===== src/rtl/fcp_pkg.sv =====
package fcp_pkg;

   // Fixed field widths
   localparam int COLOR_BITS = 8;
   localparam int CHANNELS   = 4;
   localparam int ENTRY_BITS = COLOR_BITS * CHANNELS;
   localparam int INDEX_BITS = 4;
   localparam int SCALE_BITS = 24;
   localparam int COUNT_BITS = 5;
   localparam int FRAC_BITS  = 16;

   // Register port geometry
   localparam int CSR_DATA_BITS = 32;
   localparam int CSR_ADDR_BITS = 4;
   localparam int CSR_SEL_BITS  = 2;

   typedef logic [CSR_SEL_BITS-1:0] csr_sel_type;

   localparam csr_sel_type REG_MIN_TEMP      = 2'd0;
   localparam csr_sel_type REG_STEP_SCALE    = 2'd1;
   localparam csr_sel_type REG_PALETTE_COUNT = 2'd2;

   // Command codes on the input channel
   localparam logic CMD_COLORIZE    = 1'b0;
   localparam logic CMD_WRITE_ENTRY = 1'b1;

   // Register values after reset
   localparam int                    MIN_TEMP_RESET      = 72;
   localparam logic [SCALE_BITS-1:0] STEP_SCALE_RESET    = 24'd8192;
   localparam logic [COUNT_BITS-1:0] PALETTE_COUNT_RESET = 5'd7;

   // Pixel beat leaving the palette read stage
   typedef struct packed {
      logic                  valid;
      logic [COLOR_BITS-1:0] weight;
   } mix_ctl_type;

endpackage


===== src/rtl/fcp_if.sv =====
interface fcp_req_if #(
   parameter int TEMP_BITS = 12
);
   logic                                  valid;
   logic                                  ready;
   logic                                  command;
   logic signed [TEMP_BITS-1:0]           temperature;
   logic [fcp_pkg::INDEX_BITS-1:0]        entry_index;
   logic [fcp_pkg::COLOR_BITS-1:0]        entry_red;
   logic [fcp_pkg::COLOR_BITS-1:0]        entry_green;
   logic [fcp_pkg::COLOR_BITS-1:0]        entry_blue;
   logic [fcp_pkg::COLOR_BITS-1:0]        entry_alpha;

   modport source (
      output valid, command, temperature, entry_index,
             entry_red, entry_green, entry_blue, entry_alpha,
      input  ready
   );

   modport sink (
      input  valid, command, temperature, entry_index,
             entry_red, entry_green, entry_blue, entry_alpha,
      output ready
   );
endinterface

interface fcp_rsp_if;
   logic                           valid;
   logic                           ready;
   logic [fcp_pkg::COLOR_BITS-1:0] red;
   logic [fcp_pkg::COLOR_BITS-1:0] green;
   logic [fcp_pkg::COLOR_BITS-1:0] blue;
   logic [fcp_pkg::COLOR_BITS-1:0] alpha;

   modport source (
      output valid, red, green, blue, alpha,
      input  ready
   );

   modport sink (
      input  valid, red, green, blue, alpha,
      output ready
   );
endinterface


===== src/rtl/false_color_palette_interpolator.sv =====
// False-color palette interpolator: thermal pixel in, RGBA color out.
// req_bus carries one beat per command. A write command (command = 1) loads
// one palette entry and gives no result; an index beyond the palette depth is
// dropped. A colorize command (command = 0) gives one beat on rsp_bus: the two
// palette entries around the scaled temperature, blended per channel.
// The csr_ port sets min_temp, step_scale and palette_count; write it only
// while no beat is in flight. Load palette entries before colorizing.
// The accepting edge of req_bus loads the subtract stage; multiply, palette
// read and the blend into the output register follow as registered stages up
// to rsp_bus valid. The pipe takes one beat every cycle while rsp_bus does not
// stall. A write issues in the same stage as pixel reads, so a pixel right
// after a write sees the new entry. The palette sits in two synchronous RAM
// copies with registered reads, one per neighbor. When rsp_bus stalls, every
// stage holds and req_bus ready drops in the same cycle; nothing is lost.
// Reset clears the pipeline and loads the register defaults; palette contents
// are not cleared and read as garbage until written.
module false_color_palette_interpolator #(
   parameter int PALETTE_DEPTH = 16,
   parameter int TEMP_BITS     = 12
) (
   input  logic                               clock,
   input  logic                               reset,
   fcp_req_if.sink                            req_bus,
   fcp_rsp_if.source                          rsp_bus,
   input  logic                               csr_psel,
   input  logic                               csr_penable,
   input  logic                               csr_pwrite,
   input  logic [fcp_pkg::CSR_ADDR_BITS-1:0]  csr_paddr,
   input  logic [fcp_pkg::CSR_DATA_BITS-1:0]  csr_pwdata,
   output logic [fcp_pkg::CSR_DATA_BITS-1:0]  csr_prdata,
   output logic                               csr_pready
);

   localparam int ADDR_BITS = $clog2(PALETTE_DEPTH);

   logic signed [TEMP_BITS-1:0]       min_temp;
   logic [fcp_pkg::SCALE_BITS-1:0]    step_scale;
   logic [fcp_pkg::COUNT_BITS-1:0]    palette_count;
   logic                              advance;
   logic                              wr_en;
   logic [ADDR_BITS-1:0]              wr_addr;
   logic [fcp_pkg::ENTRY_BITS-1:0]    wr_data;
   logic [ADDR_BITS-1:0]              rd_addr_lo, rd_addr_hi;
   logic [fcp_pkg::ENTRY_BITS-1:0]    entry_lo, entry_hi;
   fcp_pkg::mix_ctl_type              mix_ctl;

   fcp_csr #(
      .TEMP_BITS (TEMP_BITS)
   ) u_csr (
      .clock         (clock),
      .reset         (reset),
      .csr_psel      (csr_psel),
      .csr_penable   (csr_penable),
      .csr_pwrite    (csr_pwrite),
      .csr_paddr     (csr_paddr),
      .csr_pwdata    (csr_pwdata),
      .csr_prdata    (csr_prdata),
      .csr_pready    (csr_pready),
      .min_temp      (min_temp),
      .step_scale    (step_scale),
      .palette_count (palette_count)
   );

   fcp_front #(
      .TEMP_BITS     (TEMP_BITS),
      .PALETTE_DEPTH (PALETTE_DEPTH)
   ) u_front (
      .clock         (clock),
      .reset         (reset),
      .advance       (advance),
      .req           (req_bus),
      .min_temp      (min_temp),
      .step_scale    (step_scale),
      .palette_count (palette_count),
      .wr_en         (wr_en),
      .wr_addr       (wr_addr),
      .wr_data       (wr_data),
      .rd_addr_lo    (rd_addr_lo),
      .rd_addr_hi    (rd_addr_hi),
      .mix_ctl       (mix_ctl)
   );

   // Lower neighbor copy of the palette
   fcp_ram #(
      .WIDTH (fcp_pkg::ENTRY_BITS),
      .DEPTH (PALETTE_DEPTH)
   ) u_ram_lo (
      .clock   (clock),
      .wr_en   (wr_en),
      .wr_addr (wr_addr),
      .wr_data (wr_data),
      .rd_en   (advance),
      .rd_addr (rd_addr_lo),
      .rd_data (entry_lo)
   );

   // Upper neighbor copy of the palette
   fcp_ram #(
      .WIDTH (fcp_pkg::ENTRY_BITS),
      .DEPTH (PALETTE_DEPTH)
   ) u_ram_hi (
      .clock   (clock),
      .wr_en   (wr_en),
      .wr_addr (wr_addr),
      .wr_data (wr_data),
      .rd_en   (advance),
      .rd_addr (rd_addr_hi),
      .rd_data (entry_hi)
   );

   fcp_blend u_blend (
      .clock    (clock),
      .reset    (reset),
      .mix_ctl  (mix_ctl),
      .entry_lo (entry_lo),
      .entry_hi (entry_hi),
      .advance  (advance),
      .rsp      (rsp_bus)
   );

endmodule


===== src/rtl/fcp_ram.sv =====
module fcp_ram #(
   parameter int  WIDTH = 32,
   parameter int  DEPTH = 16,
   localparam int ADDR_BITS = $clog2(DEPTH)
) (
   input  logic                 clock,
   input  logic                 wr_en,
   input  logic [ADDR_BITS-1:0] wr_addr,
   input  logic [WIDTH-1:0]     wr_data,
   input  logic                 rd_en,
   input  logic [ADDR_BITS-1:0] rd_addr,
   output logic [WIDTH-1:0]     rd_data
);

   logic [WIDTH-1:0] mem_ff [DEPTH];
   logic [WIDTH-1:0] rd_data_ff;

   // Write one entry
   always_ff @(posedge clock) begin
      if (wr_en) begin
         mem_ff[wr_addr] <= wr_data;
      end
   end

   // Registered read, held while rd_en is low
   always_ff @(posedge clock) begin
      if (rd_en) begin
         rd_data_ff <= mem_ff[rd_addr];
      end
   end

   assign rd_data = rd_data_ff;

endmodule


===== src/rtl/fcp_csr.sv =====
module fcp_csr #(
   parameter int TEMP_BITS = 12
) (
   input  logic                                clock,
   input  logic                                reset,
   input  logic                                csr_psel,
   input  logic                                csr_penable,
   input  logic                                csr_pwrite,
   input  logic [fcp_pkg::CSR_ADDR_BITS-1:0]   csr_paddr,
   input  logic [fcp_pkg::CSR_DATA_BITS-1:0]   csr_pwdata,
   output logic [fcp_pkg::CSR_DATA_BITS-1:0]   csr_prdata,
   output logic                                csr_pready,
   output logic signed [TEMP_BITS-1:0]         min_temp,
   output logic [fcp_pkg::SCALE_BITS-1:0]      step_scale,
   output logic [fcp_pkg::COUNT_BITS-1:0]      palette_count
);

   logic signed [TEMP_BITS-1:0]         min_temp_ff;
   logic [fcp_pkg::SCALE_BITS-1:0]      step_scale_ff;
   logic [fcp_pkg::COUNT_BITS-1:0]      palette_count_ff;
   logic                                write_beat;
   fcp_pkg::csr_sel_type                sel;

   assign sel        = csr_paddr[fcp_pkg::CSR_ADDR_BITS-1:2];
   assign write_beat = csr_psel & csr_penable & csr_pwrite;
   assign csr_pready = 1'b1;

   // Update the addressed register on the access phase
   always_ff @(posedge clock) begin
      if (reset) begin
         min_temp_ff      <= TEMP_BITS'(fcp_pkg::MIN_TEMP_RESET);
         step_scale_ff    <= fcp_pkg::STEP_SCALE_RESET;
         palette_count_ff <= fcp_pkg::PALETTE_COUNT_RESET;
      end else if (write_beat) begin
         unique case (sel)
            fcp_pkg::REG_MIN_TEMP:      min_temp_ff <= csr_pwdata[TEMP_BITS-1:0];
            fcp_pkg::REG_STEP_SCALE: begin
               step_scale_ff <= csr_pwdata[fcp_pkg::SCALE_BITS-1:0];
            end
            fcp_pkg::REG_PALETTE_COUNT: begin
               palette_count_ff <= csr_pwdata[fcp_pkg::COUNT_BITS-1:0];
            end
            default: ;
         endcase
      end
   end

   // Read back, min_temp sign extended
   always_comb begin
      unique case (sel)
         fcp_pkg::REG_MIN_TEMP:      csr_prdata = fcp_pkg::CSR_DATA_BITS'(min_temp_ff);
         fcp_pkg::REG_STEP_SCALE:    csr_prdata = fcp_pkg::CSR_DATA_BITS'(step_scale_ff);
         fcp_pkg::REG_PALETTE_COUNT: csr_prdata = fcp_pkg::CSR_DATA_BITS'(palette_count_ff);
         default:                    csr_prdata = '0;
      endcase
   end

   assign min_temp      = min_temp_ff;
   assign step_scale    = step_scale_ff;
   assign palette_count = palette_count_ff;

endmodule


===== src/rtl/fcp_front.sv =====
module fcp_front #(
   parameter int  TEMP_BITS     = 12,
   parameter int  PALETTE_DEPTH = 16,
   localparam int ADDR_BITS     = $clog2(PALETTE_DEPTH)
) (
   input  logic                              clock,
   input  logic                              reset,
   input  logic                              advance,
   fcp_req_if.sink                           req,
   input  logic signed [TEMP_BITS-1:0]       min_temp,
   input  logic [fcp_pkg::SCALE_BITS-1:0]    step_scale,
   input  logic [fcp_pkg::COUNT_BITS-1:0]    palette_count,
   output logic                              wr_en,
   output logic [ADDR_BITS-1:0]              wr_addr,
   output logic [fcp_pkg::ENTRY_BITS-1:0]    wr_data,
   output logic [ADDR_BITS-1:0]              rd_addr_lo,
   output logic [ADDR_BITS-1:0]              rd_addr_hi,
   output fcp_pkg::mix_ctl_type              mix_ctl
);

   localparam int DIFF_BITS    = TEMP_BITS + 1;
   localparam int PROD_BITS    = DIFF_BITS + fcp_pkg::SCALE_BITS + 1;
   localparam int POS_BITS     = PROD_BITS - fcp_pkg::FRAC_BITS;
   localparam int CNT_BITS     = ADDR_BITS + fcp_pkg::COUNT_BITS + 1;
   localparam int IDX_EXT_BITS = ADDR_BITS + fcp_pkg::INDEX_BITS;

   typedef struct packed {
      logic valid;
      logic write;
   } stage_ctl_type;

   stage_ctl_type                     a_ctl_in, a_ctl_ff, b_ctl_ff;
   logic signed [DIFF_BITS-1:0]       a_diff_in, a_diff_ff;
   logic [fcp_pkg::INDEX_BITS-1:0]    a_index_ff, b_index_ff;
   logic [fcp_pkg::ENTRY_BITS-1:0]    a_color_ff, b_color_ff;
   logic signed [fcp_pkg::SCALE_BITS:0] scale_signed;
   logic signed [PROD_BITS-1:0]       b_prod_in, b_prod_ff;
   fcp_pkg::mix_ctl_type              mix_ctl_in, mix_ctl_ff;

   logic signed [POS_BITS-1:0]        pos;
   logic signed [POS_BITS-1:0]        last_pos;
   logic [CNT_BITS-1:0]               count_ext, used, last_ext;
   logic [ADDR_BITS-1:0]              last_addr;
   logic                              below, above, at_last;
   logic [IDX_EXT_BITS-1:0]           index_ext;
   logic                              index_ok;

   // Take a beat whenever the whole pipe moves
   assign req.ready      = advance & ~reset;
   assign a_ctl_in.valid = req.valid & req.ready;
   assign a_ctl_in.write = (req.command == fcp_pkg::CMD_WRITE_ENTRY);
   assign a_diff_in      = DIFF_BITS'(req.temperature) - DIFF_BITS'(min_temp);

   // Position in Q.16: difference times palette steps per temperature unit
   assign scale_signed = $signed({1'b0, step_scale});
   assign b_prod_in    = a_diff_ff * scale_signed;

   // Leave the read stage only with pixel beats
   assign mix_ctl_in.valid  = b_ctl_ff.valid & ~b_ctl_ff.write;
   assign mix_ctl_in.weight = b_prod_ff[fcp_pkg::FRAC_BITS-1 -: fcp_pkg::COLOR_BITS];

   // Control registers
   always_ff @(posedge clock) begin
      if (reset) begin
         a_ctl_ff   <= '0;
         b_ctl_ff   <= '0;
         mix_ctl_ff <= '0;
      end else if (advance) begin
         a_ctl_ff   <= a_ctl_in;
         b_ctl_ff   <= a_ctl_ff;
         mix_ctl_ff <= mix_ctl_in;
      end
   end

   // Payload registers
   always_ff @(posedge clock) begin
      if (advance) begin
         a_diff_ff  <= a_diff_in;
         a_index_ff <= req.entry_index;
         a_color_ff <= {req.entry_red, req.entry_green, req.entry_blue, req.entry_alpha};
         b_prod_ff  <= b_prod_in;
         b_index_ff <= a_index_ff;
         b_color_ff <= a_color_ff;
      end
   end

   // Effective entry count: zero acts as one, saturate at the depth
   assign count_ext = CNT_BITS'(palette_count);
   always_comb begin
      priority if (count_ext == '0) begin
         used = CNT_BITS'(1);
      end else if (count_ext > CNT_BITS'(PALETTE_DEPTH)) begin
         used = CNT_BITS'(PALETTE_DEPTH);
      end else begin
         used = count_ext;
      end
   end
   assign last_ext  = used - CNT_BITS'(1);
   assign last_addr = last_ext[ADDR_BITS-1:0];
   assign last_pos  = $signed(POS_BITS'(last_ext));

   // Clamp the lower and upper neighbor into the entries in use
   assign pos     = $signed(b_prod_ff[PROD_BITS-1:fcp_pkg::FRAC_BITS]);
   assign below   = pos[POS_BITS-1];
   assign above   = pos > last_pos;
   assign at_last = pos >= last_pos;

   always_comb begin
      priority if (below) begin
         rd_addr_lo = '0;
         rd_addr_hi = '0;
      end else if (above) begin
         rd_addr_lo = last_addr;
         rd_addr_hi = last_addr;
      end else if (at_last) begin
         rd_addr_lo = pos[ADDR_BITS-1:0];
         rd_addr_hi = last_addr;
      end else begin
         rd_addr_lo = pos[ADDR_BITS-1:0];
         rd_addr_hi = pos[ADDR_BITS-1:0] + ADDR_BITS'(1);
      end
   end

   // Palette writes land in the same stage as pixel reads, so order holds
   assign index_ext = IDX_EXT_BITS'(b_index_ff);
   assign index_ok  = index_ext < IDX_EXT_BITS'(PALETTE_DEPTH);
   assign wr_en     = advance & b_ctl_ff.valid & b_ctl_ff.write & index_ok;
   assign wr_addr   = index_ext[ADDR_BITS-1:0];
   assign wr_data   = b_color_ff;

   assign mix_ctl = mix_ctl_ff;

endmodule


===== src/rtl/fcp_blend.sv =====
module fcp_blend (
   input  logic                            clock,
   input  logic                            reset,
   input  fcp_pkg::mix_ctl_type            mix_ctl,
   input  logic [fcp_pkg::ENTRY_BITS-1:0]  entry_lo,
   input  logic [fcp_pkg::ENTRY_BITS-1:0]  entry_hi,
   output logic                            advance,
   fcp_rsp_if.source                       rsp
);

   localparam int CB = fcp_pkg::COLOR_BITS;

   logic                            rsp_valid_ff;
   logic [fcp_pkg::ENTRY_BITS-1:0]  color_in, color_ff;

   // Move when the output register is empty or being drained
   assign advance = ~rsp_valid_ff | rsp.ready;

   // One lane per channel: lo*256 + (hi - lo)*w + half, keep bits 15:8
   for (genvar lane = 0; lane < fcp_pkg::CHANNELS; lane++) begin : g_lane
      logic [CB-1:0]           c_lo, c_hi;
      logic signed [CB:0]      delta;
      logic signed [2*CB+1:0]  scaled, base, total;

      assign c_lo   = entry_lo[lane*CB +: CB];
      assign c_hi   = entry_hi[lane*CB +: CB];
      assign delta  = $signed({1'b0, c_hi}) - $signed({1'b0, c_lo});
      assign scaled = delta * $signed({1'b0, mix_ctl.weight});
      assign base   = $signed({2'b00, c_lo, 1'b1, {(CB-1){1'b0}}});
      assign total  = base + scaled;
      assign color_in[lane*CB +: CB] = total[2*CB-1:CB];
   end

   // Output register
   always_ff @(posedge clock) begin
      if (reset) begin
         rsp_valid_ff <= 1'b0;
      end else if (advance) begin
         rsp_valid_ff <= mix_ctl.valid;
      end
   end

   always_ff @(posedge clock) begin
      if (advance) begin
         color_ff <= color_in;
      end
   end

   assign rsp.valid = rsp_valid_ff;
   assign rsp.red   = color_ff[4*CB-1:3*CB];
   assign rsp.green = color_ff[3*CB-1:2*CB];
   assign rsp.blue  = color_ff[2*CB-1:CB];
   assign rsp.alpha = color_ff[CB-1:0];

endmodule


===== src/flat_wrapper.sv =====
// flat-port wrapper written by rule: the top's interface ports become plain ports
module false_color_palette_interpolator_flat 
#(
   parameter int PALETTE_DEPTH = 16,
   parameter int TEMP_BITS     = 12
)
  (clock, reset, csr_psel, csr_penable, csr_pwrite, csr_paddr, csr_pwdata, csr_prdata, csr_pready, req_bus_valid, req_bus_command, req_bus_temperature, req_bus_entry_index, req_bus_entry_red, req_bus_entry_green, req_bus_entry_blue, req_bus_entry_alpha, req_bus_ready, rsp_bus_valid, rsp_bus_red, rsp_bus_green, rsp_bus_blue, rsp_bus_alpha, rsp_bus_ready);
  fcp_req_if #(.TEMP_BITS(TEMP_BITS)) req_bus_i ();
  fcp_rsp_if rsp_bus_i ();
  input  logic clock;
  input  logic reset;
  input  logic csr_psel;
  input  logic csr_penable;
  input  logic csr_pwrite;
  input  logic [fcp_pkg::CSR_ADDR_BITS-1:0] csr_paddr;
  input  logic [fcp_pkg::CSR_DATA_BITS-1:0] csr_pwdata;
  output logic [fcp_pkg::CSR_DATA_BITS-1:0] csr_prdata;
  output logic csr_pready;
  input wire logic [$bits(req_bus_i.valid)-1:0] req_bus_valid;
  input wire logic [$bits(req_bus_i.command)-1:0] req_bus_command;
  input wire logic [$bits(req_bus_i.temperature)-1:0] req_bus_temperature;
  input wire logic [$bits(req_bus_i.entry_index)-1:0] req_bus_entry_index;
  input wire logic [$bits(req_bus_i.entry_red)-1:0] req_bus_entry_red;
  input wire logic [$bits(req_bus_i.entry_green)-1:0] req_bus_entry_green;
  input wire logic [$bits(req_bus_i.entry_blue)-1:0] req_bus_entry_blue;
  input wire logic [$bits(req_bus_i.entry_alpha)-1:0] req_bus_entry_alpha;
  output wire logic [$bits(req_bus_i.ready)-1:0] req_bus_ready;
  output wire logic [$bits(rsp_bus_i.valid)-1:0] rsp_bus_valid;
  output wire logic [$bits(rsp_bus_i.red)-1:0] rsp_bus_red;
  output wire logic [$bits(rsp_bus_i.green)-1:0] rsp_bus_green;
  output wire logic [$bits(rsp_bus_i.blue)-1:0] rsp_bus_blue;
  output wire logic [$bits(rsp_bus_i.alpha)-1:0] rsp_bus_alpha;
  input wire logic [$bits(rsp_bus_i.ready)-1:0] rsp_bus_ready;
  assign req_bus_i.valid = req_bus_valid;
  assign req_bus_i.command = req_bus_command;
  assign req_bus_i.temperature = req_bus_temperature;
  assign req_bus_i.entry_index = req_bus_entry_index;
  assign req_bus_i.entry_red = req_bus_entry_red;
  assign req_bus_i.entry_green = req_bus_entry_green;
  assign req_bus_i.entry_blue = req_bus_entry_blue;
  assign req_bus_i.entry_alpha = req_bus_entry_alpha;
  assign req_bus_ready = req_bus_i.ready;
  assign rsp_bus_valid = rsp_bus_i.valid;
  assign rsp_bus_red = rsp_bus_i.red;
  assign rsp_bus_green = rsp_bus_i.green;
  assign rsp_bus_blue = rsp_bus_i.blue;
  assign rsp_bus_alpha = rsp_bus_i.alpha;
  assign rsp_bus_i.ready = rsp_bus_ready;
  false_color_palette_interpolator #(.PALETTE_DEPTH(PALETTE_DEPTH), .TEMP_BITS(TEMP_BITS)) u_core (.clock(clock), .reset(reset), .req_bus(req_bus_i), .rsp_bus(rsp_bus_i), .csr_psel(csr_psel), .csr_penable(csr_penable), .csr_pwrite(csr_pwrite), .csr_paddr(csr_paddr), .csr_pwdata(csr_pwdata), .csr_prdata(csr_prdata), .csr_pready(csr_pready));
endmodule

===== config.mk =====
export PLATFORM = sky130hd
export DESIGN_NAME = false_color_palette_interpolator_flat
export DESIGN_NICKNAME = d
export VERILOG_FILES = /design/src/rtl/fcp_pkg.sv /design/src/rtl/fcp_if.sv /design/src/rtl/false_color_palette_interpolator.sv /design/src/rtl/fcp_ram.sv /design/src/rtl/fcp_csr.sv /design/src/rtl/fcp_front.sv /design/src/rtl/fcp_blend.sv /design/src/flat_wrapper.sv
export SDC_FILE = /design/constraint.sdc
export NUM_CORES = 2
export LEC_CHECK = 0
export BUFFER_PORTS_ARGS = -buffer_cell sky130_fd_sc_hd__buf_2
export CAP_MARGIN = 5
export CELL_PAD_IN_SITES_DETAIL_PLACEMENT = 2
export CELL_PAD_IN_SITES_GLOBAL_PLACEMENT = 2
export CORE_MARGIN = 1
export CORE_UTILIZATION = 39
export CTS_CLUSTER_SIZE = 24
export DETAILED_ROUTE_END_ITERATION = 7
export PLACE_DENSITY = 0.86
export SLEW_MARGIN = 20
export SYNTH_ARGS = -nofsm -noshare
export SYNTH_HDL_FRONTEND = slang
export SYNTH_SLANG_ARGS = --single-unit

===== constraint.sdc =====
create_clock -name clock -period 7.8 [get_ports clock]
set_input_delay 0.78 -clock clock [delete_from_list [all_inputs] [get_ports clock]]
set_output_delay 0.78 -clock clock [all_outputs]
set_load 0.02 [all_outputs]

==> metrics.yaml <==
drtPass1Iterations: 5
timing.rr.end: "u_core.u_blend.color_ff[15]$_DFFE_PN_"
status: "completed"
synthMuxAreaShare: 0.0416
vias_per_cell: 6.28
p_total_w: 0.0219
fin_tns_setup_ps: 0
initial_core_util: 0.395
synth_compound_area_frac: 0.0726
syn_area_per_cell_um2: 11.0
io_buffers: 147
die_h_um: 376
cts_tree: "built"
route.detailed.drc: 0
cts-root-buf: "clkbuf_16"
clk_latency_ps: 760
num_io_pins: 159
synth-seq-cells: 778
yosys-top-cells-area: "edfxtp_1 40%, fa_1 18%, nand2_1 6.8%"
dieArea_um2: 141000
worstPathRequired_ps: 8280
fin_nets: 5924
fmaxAchievable_mhz: 131
overflow: 0
period_needed_ps: 7650
synth_xor_area_frac: 0.0194
grt_pass1_wl_mm: 350
ant_nets: 0
grt_usage: 0.337
dp_hpwl_mm: 140
synthCells: 4975
grt_start_max_net_pins: 129
yosysWarnings: 0
cpMostUsedCell: "fa_1"
synthSimpleGateAreaFrac: 0.141
peakVddDrop_v: 0.000290
h-tree-depth: 3
clk_pin_slew_ps: 70
worst_pin_slew_ps: 1230
syn-cell-area_um2: 54500
post_drt_wl_per_cell_um: 34.4
netlist-cell-type-count: 61
drive_above_1_share: 0.0987
ys.flop_type: "edfxtp_1"
slowest_delay_ps: 540
whs_path_depth: 1
cp_max_fo: 8
maxSlewHeadroom: 0.178
grt_antenna_before_repair: 17
cts_buffer_depth: 3
yosys.area.top_type: "edfxtp_1"
grt_pass1_vias: 50023
ys_seq_area_frac: 0.419
routed_wl_mm: 240
rr_worst_depth: 29
p_leak_nw: 25.6
fin_skew_ps: 79.3
r2r_slack_ps: 150
drtIter0Drc: 4659
synth_common_cells: "986 x nand2_1, 723 x edfxtp_1, 608 x inv_1"
powerDensity_nw_per_um2: 361
slowest_stage: "fa_1"
crit_type: "reg2reg"
synth.top_cell.area_share: 0.398
hold_start: "req_bus_entry_blue[2]"
async_reset_ff_frac: 0
die_w_um: 376
coreArea_um2: 138000
fin_crit_sh: 0.980
synth_edf_count: 723
areaGrowthSynthToFinish_pct: 11.4
cp-start-kind: "flop"
synth_top_family_by_area: "adder cells"
gp_congestion: 0.829
cap_violations: 0
critPathArrivalTime_ps: 8130
finalSetupViolCount: 0
vias: 43906
synth_fa_ha_area_frac: 0.246
r2r-start: "u_core.u_ram_hi.rd_data[8]$_DFFE_PN_"
crit_path_end_kind: "flop"
hold_viol: 0
numCtsBuffers: 90
hold_path.class: "in2reg"
hold-path-endpoint: "u_core.u_front.a_color_ff[10]$_DFFE_PN_"
synth.most_common_cell: "nand2_1"
slew_violations: 0
post_cts_buffers: 0
rows: 136
clock-sinks: 778
## cells in the final DEF, fill, tap and decap left out, types with 32 or more instances in the layout
cell type	instances
nand2_1	985
buf_2	147
nand2b_1	35
and2_1	252
mux2i_1	145
nor2b_1	58
a32oi_1	158
and4_1	67
a31oi_1	71
dfxtp_1	55
mux2_2	66
nor2_1	98
fa_1	486
nand3_1	51
buf_4	79
o22ai_1	32
nor3_1	33
a211oi_1	37
edfxtp_1	723
inv_1	603
clkbuf_16	90
ha_1	294
xnor2_1	89
a21oi_1	129
## final cells by class
class                           count  area [um^2]
Multi-Input combinational cell   3340        28800
Tap cell                         1863         2330
Clock buffer                      102         2310
Fill cell                       13981        77300
Clock inverter                     63          703
Antenna cell                        5         12.5
Timing Repair Buffer              234         1490
Inverter                          608         2290
Sequential cell                   778        22800
## where the power goes
part | internal (W) | switching [W]
clock | 0.00246 | 0.00211
sequential | 0.00527 | 0.000361
combinational | 0.00442 | 0.00730
total | 0.0121 | 0.00977
## what timing repair did
item                                    4_1_cts  5_1_grt
endpoints found under the setup margin        4       12
hold buffers                                  0        0
gates resized for setup                       4       24
## critical path, delay by kind of cell (launching register included)
family                   cells  cell delay, ps
AND/OR/NAND/NOR              7            1260
AO/OA/AOI/OAI                8            1790
flip-flops                   1             420
adder cells (fa/ha/maj)      8            3440
buffers and inverters        5             320
XOR/XNOR                     1             150
## logic make-up (layout without fill, tap and decap cells)
family / count (synthesis) / in the layout
XOR/XNOR: 121 / 121
other: 1 / 9
buffers and inverters: 860 / 1007
flip-flops: 778 / 778
multiplexers: 218 / 218
adder cells (fa/ha/maj): 780 / 780
AND/OR/NAND/NOR: 1653 / 1653
AO/OA/AOI/OAI: 564 / 564
## per-layer routing
| metal | GRT usage | vias to the layer above | wire length, um |
|---|---|---|---|
| li1 | - | 16955 | - |
| met2 | 0.574 | 2992 | 118000 |
| met1 | 0.385 | 22813 | 84600 |
| met4 | 0.211 | 22 | 16700 |
| met5 | 0 | - | 147 |
| met3 | 0.0737 | 1124 | 20900 |
## sequential cells by signal (all words and copies together) (netlist names), 13 cells and up
register                   count
u_core.u_ram_hi.rd_data       32
u_core.u_csr.step_scale       24
u_core.u_front.a_color_ff     32
u_core.u_ram_lo.rd_data       32
u_core.u_front.wr_data        32
u_core.u_blend.color_ff       32
u_core.u_front.b_prod_ff      30
u_core.u_ram_lo.mem_ff       512
u_core.u_front.a_diff_ff      13
## metrics by stage
step | instance area (um^2) | utilization | worst slack (ps) | instances | hold slack, ps
after floorplan | 54500 | - | 173 | 4978 | 400
after global placement | 57600 | 0.417 | 660 | 6821 | 401
after detailed placement | 57600 | 0.417 | 189 | 6821 | 407
after CTS | 60600 | 0.439 | -96.1 | 6986 | 166
after global routing | 60700 | 0.440 | -41.0 | 6988 | 184
final | 60700 | 0.440 | 154 | 6993 | 193
## how the worst max path moves through the flow
stage / startpoint / depth (start not counted) / to
finish: u_core.u_ram_hi.rd_data[8]$_DFFE_PN_ / 29 / u_core.u_blend.color_ff[15]$_DFFE_PN_
global route: u_core.u_ram_hi.rd_data[8]$_DFFE_PN_ / 29 / u_core.u_blend.color_ff[15]$_DFFE_PN_
CTS: u_core.u_ram_hi.rd_data[8]$_DFFE_PN_ / 29 / u_core.u_blend.color_ff[15]$_DFFE_PN_
detailed placement: u_core.u_ram_hi.rd_data[24]$_DFFE_PN_ / 28 / u_core.u_blend.color_ff[31]$_DFFE_PN_
global placement: u_core.u_ram_hi.rd_data[8]$_DFFE_PN_ / 29 / u_core.u_blend.color_ff[15]$_DFFE_PN_
floorplan: rsp_bus_ready / 4 / u_core.u_blend.color_ff[0]$_DFFE_PN_
Power figures use the tool's default switching activity.
